### config.mk
export PLATFORM = sky130hd
export DESIGN_NAME = lru_page_replacement_unit
export DESIGN_NICKNAME = d
export VERILOG_FILES = /design/src/hw/rtl/lrupr_pkg.sv /design/src/hw/rtl/lru_page_replacement_unit.sv /design/src/hw/rtl/lrupr_cell.sv
export VERILOG_INCLUDE_DIRS = /design/src /design/src/hw/rtl
export SDC_FILE = /design/constraint.sdc
export NUM_CORES = 1
export LEC_CHECK = 0
export ABC_AREA = 0
export BUFFER_PORTS_ARGS = -buffer_cell sky130_fd_sc_hd__buf_2
export CAP_MARGIN = 25
export CORE_ASPECT_RATIO = 1.5
export CORE_MARGIN = 2
export CORE_UTILIZATION = 63
export CTS_CLUSTER_SIZE = 14
export DETAILED_ROUTE_END_ITERATION = 8
export GPL_TIMING_DRIVEN = 0
export PLACE_DENSITY = 0.8
export SETUP_SLACK_MARGIN = 0.4
export SLEW_MARGIN = 5
export SYNTH_ARGS = -nofsm -noshare
export SYNTH_HDL_FRONTEND = slang
export SYNTH_HIERARCHICAL = 1
export SYNTH_SLANG_ARGS = --single-unit
### constraint.sdc
create_clock -name clk_i -period 8.4 [get_ports clk_i]
set_input_delay 2.1 -clock clk_i [delete_from_list [all_inputs] [get_ports clk_i]]
set_output_delay 2.1 -clock clk_i [all_outputs]
set_load 0.05 [all_outputs]
### src/hw/rtl/lru_page_replacement_unit_assert.svh
// assertion macros for the lru page replacement unit
// no dependencies; included by the rtl file that checks its own logic
`ifndef LRU_PAGE_REPLACEMENT_UNIT_ASSERT_SVH
`define LRU_PAGE_REPLACEMENT_UNIT_ASSERT_SVH

// same-cycle implication, disabled during reset
`define LRUPR_ASSERT_IMP(lbl, clk, rst_n, ante, cons) \
  lbl: assert property (@(posedge clk) disable iff (!(rst_n)) (ante) |-> (cons)) \
    else $error("lrupr assertion failed");

// next-cycle implication, disabled during reset
`define LRUPR_ASSERT_NXT(lbl, clk, rst_n, ante, cons) \
  lbl: assert property (@(posedge clk) disable iff (!(rst_n)) (ante) |=> (cons)) \
    else $error("lrupr assertion failed");

`endif

### src/hw/rtl/lrupr_pkg.sv
// shared types, constants and helpers of the lru page replacement unit
// no dependencies
package lrupr_pkg;

  localparam int unsigned MaxFramesDef = 32;
  localparam int unsigned PageBitsDef  = 16;
  localparam int unsigned FramesW      = 6;
  localparam int unsigned FaultW       = 16;
  localparam int unsigned ClampW       = 7;

  localparam logic [FramesW-1:0] FramesReset = FramesW'(4);
  localparam logic [FaultW-1:0]  FaultMax    = {FaultW{1'b1}};

  typedef struct packed {
    logic accept;
    logic valid;
    logic pass;
  } cell_ctrl_t;

  typedef struct packed {
    logic match;
    logic pass;
  } cell_stat_t;

  // zero frames means one, anything above the table depth means the depth
  function automatic logic [ClampW-1:0] clamp_frames(input logic [FramesW-1:0] v,
                                                     input int unsigned max_frames);
    logic [ClampW-1:0] ext;
    logic [ClampW-1:0] lim;
    ext = ClampW'(v);
    lim = ClampW'(max_frames);
    if (ext == '0) begin
      clamp_frames = ClampW'(1);
    end else if (ext > lim) begin
      clamp_frames = lim;
    end else begin
      clamp_frames = ext;
    end
  endfunction

endpackage

### src/hw/rtl/lru_page_replacement_unit.sv
// lru page replacement unit: recency chain of cells, most recent page in cell 0
// depends on lrupr_pkg, lrupr_cell and lru_page_replacement_unit_assert.svh
//
// channel   direction  handshake                 payload
// in        in         in_valid_i / in_stall_o   page_number_i, start_trace_i
// out       out        out_valid_o / out_stall_i hit_o, evicted_valid_o, evicted_page_o,
//                                                fault_count_o
// cfg       in         cfg_we_i                  cfg_wdata_i (frames_in_use)
//
// one word per cycle while in_stall_o is low: every cell compares in parallel and shifts in the same cycle
// a result word appears in the cycle after its reference is accepted
// in_stall_o rises only while a result word is held by out_stall_i
// reset empties the table, clears the fault count and sets frames_in_use to 4
// frames_in_use takes effect at reset and at each reference with start_trace_i set
`include "lru_page_replacement_unit_assert.svh"

module lru_page_replacement_unit #(
  parameter int unsigned MAX_FRAMES = lrupr_pkg::MaxFramesDef,
  parameter int unsigned PAGE_BITS  = lrupr_pkg::PageBitsDef
) (
  input  logic                            clk_i,
  input  logic                            rst_ni,
  input  logic                            cfg_we_i,
  input  logic [lrupr_pkg::FramesW-1:0]   cfg_wdata_i,
  input  logic                            in_valid_i,
  output logic                            in_stall_o,
  input  logic [PAGE_BITS-1:0]            page_number_i,
  input  logic                            start_trace_i,
  output logic                            out_valid_o,
  input  logic                            out_stall_i,
  output logic                            hit_o,
  output logic                            evicted_valid_o,
  output logic [PAGE_BITS-1:0]            evicted_page_o,
  output logic [lrupr_pkg::FaultW-1:0]    fault_count_o
);
  import lrupr_pkg::*;

  localparam int unsigned CW = $clog2(MAX_FRAMES + 1);

  logic [FramesW-1:0]   frames_q;
  logic [CW-1:0]        active_q, active_d;
  logic [CW-1:0]        count_q, count_d;
  logic [FaultW-1:0]    fault_q, fault_d;
  logic                 out_valid_q, out_valid_d;
  logic                 hit_q, evict_q;
  logic [PAGE_BITS-1:0] victim_q;

  logic                 accept;
  logic [CW-1:0]        cur_count;
  logic [FaultW-1:0]    cur_fault;
  logic                 hit;
  logic                 evict;
  logic [PAGE_BITS-1:0] victim;

  logic [MAX_FRAMES-1:0] valid;
  logic [MAX_FRAMES-1:0] match;
  logic [MAX_FRAMES:0]   pass;
  logic [PAGE_BITS-1:0]  cell_page [MAX_FRAMES];

  assign accept     = in_valid_i && !in_stall_o;
  assign in_stall_o = out_valid_q && out_stall_i;

  assign cur_count = start_trace_i ? '0 : count_q;
  assign cur_fault = start_trace_i ? '0 : fault_q;
  assign active_d  = start_trace_i ? CW'(clamp_frames(frames_q, MAX_FRAMES)) : active_q;

  assign pass[0] = 1'b1;

  for (genvar k = 0; k < MAX_FRAMES; k++) begin : g_cell
    localparam logic [CW-1:0] Idx = CW'(k);
    cell_ctrl_t           ctrl;
    cell_stat_t           stat;
    logic [PAGE_BITS-1:0] prev_page;

    assign valid[k]    = Idx < cur_count;
    assign ctrl.accept = accept;
    assign ctrl.valid  = valid[k];
    assign ctrl.pass   = pass[k];

    if (k == 0) begin : g_head
      assign prev_page = page_number_i;
    end else begin : g_body
      assign prev_page = cell_page[k-1];
    end

    lrupr_cell #(
      .PAGE_BITS(PAGE_BITS)
    ) u_cell (
      .clk_i      (clk_i),
      .ctrl_i     (ctrl),
      .page_i     (page_number_i),
      .prev_page_i(prev_page),
      .page_o     (cell_page[k]),
      .stat_o     (stat)
    );

    assign match[k]  = stat.match;
    assign pass[k+1] = stat.pass;
  end

  assign hit   = |match;
  assign evict = !hit && (cur_count >= active_d);

  // least recent page sits in the last valid cell
  always_comb begin
    victim = '0;
    for (int k = 0; k < MAX_FRAMES; k++) begin
      if (valid[k] && (k == MAX_FRAMES - 1 || !valid[(k + 1) % MAX_FRAMES])) begin
        victim = victim | cell_page[k];
      end
    end
  end

  assign count_d = (hit || evict) ? cur_count : cur_count + CW'(1);

  always_comb begin
    fault_d = cur_fault;
    if (!hit && cur_fault != FaultMax) begin
      fault_d = cur_fault + FaultW'(1);
    end
  end

  assign out_valid_d = accept ? 1'b1 : (out_stall_i ? out_valid_q : 1'b0);

  always_ff @(posedge clk_i or negedge rst_ni) begin
    if (!rst_ni) begin
      frames_q    <= FramesReset;
      active_q    <= CW'(clamp_frames(FramesReset, MAX_FRAMES));
      count_q     <= '0;
      fault_q     <= '0;
      out_valid_q <= 1'b0;
    end else begin
      if (cfg_we_i) begin
        frames_q <= cfg_wdata_i;
      end
      if (accept) begin
        active_q <= active_d;
        count_q  <= count_d;
        fault_q  <= fault_d;
      end
      out_valid_q <= out_valid_d;
    end
  end

  always_ff @(posedge clk_i) begin
    if (accept) begin
      hit_q    <= hit;
      evict_q  <= evict;
      victim_q <= evict ? victim : '0;
    end
  end

  assign out_valid_o     = out_valid_q;
  assign hit_o           = hit_q;
  assign evicted_valid_o = evict_q;
  assign evicted_page_o  = victim_q;
  assign fault_count_o   = fault_q;

  `LRUPR_ASSERT_IMP(a_count_in_range, clk_i, rst_ni, 1'b1, count_q <= active_q)
  `LRUPR_ASSERT_IMP(a_single_match, clk_i, rst_ni, 1'b1, $onehot0(match))
  `LRUPR_ASSERT_IMP(a_evict_on_miss, clk_i, rst_ni, out_valid_q && evict_q, !hit_q)
  `LRUPR_ASSERT_NXT(a_hit_keeps_count, clk_i, rst_ni, accept && hit,
                    count_q == $past(cur_count))
  `LRUPR_ASSERT_NXT(a_miss_counts, clk_i, rst_ni, accept && !hit, fault_q != '0)

endmodule

### src/hw/rtl/lrupr_cell.sv
// one recency cell: holds a page, compares it to the lookup, takes its neighbor's page
// depends on lrupr_pkg
module lrupr_cell #(
  parameter int unsigned PAGE_BITS = lrupr_pkg::PageBitsDef
) (
  input  logic                    clk_i,
  input  lrupr_pkg::cell_ctrl_t   ctrl_i,
  input  logic [PAGE_BITS-1:0]    page_i,
  input  logic [PAGE_BITS-1:0]    prev_page_i,
  output logic [PAGE_BITS-1:0]    page_o,
  output lrupr_pkg::cell_stat_t   stat_o
);
  import lrupr_pkg::*;

  logic [PAGE_BITS-1:0] page_q;
  logic                 match;

  assign match       = ctrl_i.valid && (page_q == page_i);
  assign page_o      = page_q;
  assign stat_o.match = match;
  assign stat_o.pass  = ctrl_i.pass && !match;

  // cells up to and including the hit, or all cells on a miss, shift one place toward the old end
  always_ff @(posedge clk_i) begin
    if (ctrl_i.accept && ctrl_i.pass) begin
      page_q <= prev_page_i;
    end
  end

endmodule

Yosys cells after proc, flatten, opt, wreduce, memory -nomap -nowiden --
Index checks and enable logic that the tools add are counted.
Cells by class: add/subtract/negate cells 2, $lt $le $gt $ge 34, equality and inequality tests 34, muxes and demuxes 41, bitwise gates (word level) 31, reduce and logical (&&, ||, !) cells 195
Operator list (number):
- 16-bit 2-to-1 mux | 34
- 16-bit == test | 32
- 16-bit OR | 31
- 1-bit logical AND | 128
- 5-bit by 6-bit < comparator with 1-bit output, first input constant | 16
- 1-bit logical NOT | 64
- 4-bit by 6-bit < comparator with 1-bit output, first input constant | 8
- 32-bit OR reduction | 1
- 6-bit 2-to-1 mux | 5
- 3-bit by 6-bit < comparator with 1-bit output, first input constant | 4
- 16-bit by 1-bit adder with 16-bit output, second input constant | 1
- 16-bit != test, second input constant | 1
- 1-bit by 6-bit < comparator with 1-bit output, first input constant | 2
- 2-bit by 6-bit < comparator with 1-bit output, first input constant | 2
- 6-bit by 1-bit adder with 6-bit output, second input constant | 1
- 6-bit greater-or-equal comparator | 1
- 6-bit > comparator, second input constant | 1
- 6-bit logical NOT | 1
- 1-bit 2-to-1 mux | 2
- 2-bit by 1-bit != test with 1-bit output, second input constant | 1
- 1-bit logical OR | 1
Word-level totals: register bits 565, input bits 28, output and inout port bits 36, logic and storage cells 377

Longest topological paths before layout --
word-level depth 67, depth in mapped cells 41, mapped depth without buffers 36

Hierarchy --
Netlist, hierarchy kept.
Modules (own cells, without submodules):
- lrupr_cell | instances 32, cells each 42, area an instance 683.2 sq um, sequential area each 480.5 sq um
- lru_page_replacement_unit | instances 1, cells each 852, area an instance 6657.6 sq um, sequential area each 1418.9 sq um

Worst setup path after synthesis --
OpenSTA, ideal clock, no wires.
path type input-to-reg, start in start_trace_i, end reg g_cell[31].u_cell.page_q[0] (enable), arrival 8.405 ns, data required time 8.026 ns, slack -0.379 ns, stages on the path 41, buffers on the path 5, cell sequence buf_2 -> buf_2 -> buf_2 -> nand2b_1 -> ha_1 -> buf_2 -> clkbuf_1 -> nand2_1 -> nand2_1 -> o41a_1 -> o41a_1 -> o41a_1 -> o41a_1 -> o41a_1 -> o41a_1 -> o41a_1 -> o41a_1 -> o41a_1 -> [5 not listed] -> o41a_1 -> o41a_1 -> o41a_1 -> o41a_1 -> o41a_1 -> o41a_1 -> o41a_1 -> o41a_1 -> o41a_1 -> o41a_1 -> o41a_1 -> o41a_1 -> o41a_1 -> o41a_1 -> o41a_1 -> o41a_1 -> o41a_1 -> and2_1
RTL lines:
- start, declared | line lru_page_replacement_unit.sv:28 | input logic start_trace_i,
- end signal, assigned | line lrupr_cell.sv:26 | page_q <= prev_page_i;
- end, declared | line lrupr_cell.sv:15 | logic [PAGE_BITS-1:0] page_q;

==> results.sh <==
export IMPL_detail_route_antenna_nets=0
export IMPL_worstHoldStart="g_cell[12].u_cell/page_o[14]$_DFFE_PP_"
export IMPL_cpMostUsedCell="o41a_1"
export IMPL_crit_path_max_incr_delay_ns=0.21
export IMPL_violations="negative setup slack"
export IMPL_crit_fanout=12
export IMPL_boundaryPins=64
export IMPL_post_place_ws_ns=-2.07
export IMPL_max_freq_ghz=0.116
export IMPL_rr_worst_depth=40
export IMPL_total_power_mw=7.68
export IMPL_min_to="g_cell[13].u_cell/page_o[14]$_DFFE_PP_"
export IMPL_finish_utilization=0.724
export IMPL_grt_pass1_vias=22000
export IMPL_fin_setup_tns_ns=-8.03
export IMPL_cp_start_kind="input port"
export IMPL_grt_pass1_wl_mm=161
export IMPL_hp_class="flip-flop to flip-flop"
export IMPL_regToRegStartpoint="count_q[2]$_DFFE_PN0P_"
export IMPL_htree_levels=2
export IMPL_cts_sinks=565
export IMPL_final_nets=2405
export IMPL_period_minus_slack_ns=8.62
export IMPL_r2r_slack_ns=0.32
export IMPL_cp_end_kind="flip-flop"
export IMPL_worstSetupPathType="input port to flip-flop"
export IMPL_cts_hold_buf=0
export IMPL_required_ns=8.72
export IMPL_synthesis_instances=2195
export IMPL_dieWidth_um=178
export IMPL_coreArea_sq_um=44700
export IMPL_setup_ws_ns=-0.217
export IMPL_path_buf_inv=7
export IMPL_insertion_delay_ns=0.61
export IMPL_antenna_found_initial=4
export IMPL_rows=95
export IMPL_maxCapViolCount=0
export IMPL_start_util=0.638
export IMPL_place_area_sq_um=29900
export IMPL_hold_slack_ns=0.499
export IMPL_grtUsageTotal=0.501
export IMPL_cts_path_max_buffers=3
export IMPL_placed_cells=2858
export IMPL_fin_area_sq_um=32300
export IMPL_final_setup_viol_count=48
export IMPL_status="finished, violations left"
export IMPL_place_congestion=1.07
export IMPL_cts_buffers_inserted=53
export IMPL_fillCellCount=2988
export IMPL_dp_hpwl_mm=87.6
export IMPL_power_density_nw_per_um2=238
export IMPL_cp_top_family="compound AO/OA/AOI/OAI gates"
export IMPL_overflow=0
export IMPL_netlist_area_sq_um=28500
export IMPL_hold_viol_final=0
export IMPL_wire_per_inst_um=39.4
export IMPL_wl_mm=118
export IMPL_tightest_slew_ns=1.23
export IMPL_syn2layout_area_growth_pct=13.4
export IMPL_fin_cells=2995
export IMPL_min_path_cells=0
export IMPL_drtIter0Drc=4007
export IMPL_firstDrtPassIters=8
export IMPL_rsz0062_at_grt="true"
export IMPL_rr_endpoint="g_cell[31].u_cell/page_o[12]$_DFFE_PP_"
export IMPL_cts_root_buf="clkbuf_16"
export IMPL_layout_drive_gt1_share=0.137
export IMPL_die_y_um=265
export IMPL_avgSynthCellArea_sq_um=13.0
export IMPL_io_buffer_count=62
export IMPL_cp_arrival_ns=8.94
export IMPL_slew_viol_final=0
export IMPL_drc=0
export IMPL_vias=22600
export IMPL_skew_ns=0.0212
export IMPL_grt_max_degree=57
export IMPL_dieArea_sq_um=47000
export IMPL_viasPerCell=7.55
export IMPL_irDropWorstVdd_mv=0.251
export IMPL_p_leak_nw=10.8
export IMPL_cts_tree="built"
export IMPL_yosysWarnings=6
export IMPL_period_share=1.03
export IMPL_clk_pin_slew_worst_paths_ns=0.07
export IMPL_crit_path_top_delay_cell="clkbuf_16"
export IMPL_slew_headroom=0.176
[flip-flops by register name, indices dropped and copies added (netlist names)]
| name | flops |
|---|---|
| fault_count_o | 16 |
| frames_q | 6 |
| hit_o | 1 |
| count_q | 6 |
| active_q | 6 |
| evicted_valid_o | 1 |
| out_valid_o | 1 |
| evicted_page_o | 16 |
| g_cell.u_cell/page_o | 512 |
[layer usage]
| layer | vias to the layer above | part of all wire | track usage |
|---|---|---|---|
| li1 | 8756 | - | - |
| met1 | 10900 | 0.31 | 0.594 |
| met2 | 2267 | 0.43 | 0.737 |
| met3 | 687 | 0.14 | 0.149 |
| met4 | 4 | 0.12 | 0.438 |
| met5 | - | 0.00031 | 0 |
[report_power, final]
| part | switching (mW) | total, mW | leakage, nW | internal [mW] |
|---|---|---|---|---|
| sequential | 0.141 | 3.36 | 5.37 | 3.22 |
| combinational | 1.19 | 1.71 | 4.51 | 0.525 |
| clock | 1.12 | 2.61 | 0.891 | 1.49 |
| total | 2.45 | 7.68 | 10.8 | 5.23 |
[cells in the final DEF (no fill, tap or decap), types with 18 or more instances in the layout]
cell	count
dfrtp_1	33
o21ai_0	34
a22o_1	25
xor2_1	261
xnor2_1	265
edfxtp_1	530
clkbuf_16	60
a31oi_1	23
and2_1	28
clkbuf_1	45
buf_4	69
o41a_1	32
a21oi_1	33
buf_2	71
buf_6	18
nor2_1	61
mux2_2	24
nor4_1	116
a221oi_1	26
a22oi_1	129
nand4_1	51
nand2_1	133
nand3_1	61
[how the worst max path moves through the flow]
stage                      start                                     end  slack (ns)  cells after the start
2_1_floorplan      start_trace_i   g_cell[31].u_cell/page_o[0]$_DFFE_PP_        0.38                     41
3_3_place_gp       start_trace_i  g_cell[30].u_cell/page_o[12]$_DFFE_PP_       -2.20                     37
3_5_place_dp       start_trace_i  g_cell[30].u_cell/page_o[12]$_DFFE_PP_       -2.07                     39
4_1_cts            start_trace_i  g_cell[31].u_cell/page_o[12]$_DFFE_PP_        0.12                     43
5_1_grt        page_number_i[15]  g_cell[31].u_cell/page_o[12]$_DFFE_PP_       -0.65                     37
6_report           start_trace_i  g_cell[31].u_cell/page_o[12]$_DFFE_PP_       -0.22                     41
[repair_timing]
| action | 4_1_cts | 5_1_grt |
|---|---|---|
| pin swaps | 3 | 2 |
| endpoints found under the setup margin | 258 | 142 |
| gates resized for setup | 68 | 5 |
| setup buffers | 28 | 6 |
[final cells by class]
class | instances | area [sq um] | share of cell area
clock inverter | 23 | 302 | 0.00932
multi-input combinational | 1512 | 11200 | 0.346
antenna | 2 | 5.00 | 0.000155
timing repair buffer | 116 | 992 | 0.0307
clock buffer | 76 | 1540 | 0.0476
buffer | 101 | 714 | 0.0221
tap | 582 | 728 | 0.0225
inverter | 18 | 77.6 | 0.00240
sequential | 565 | 16800 | 0.519
(Power assumes the default switching activity.)
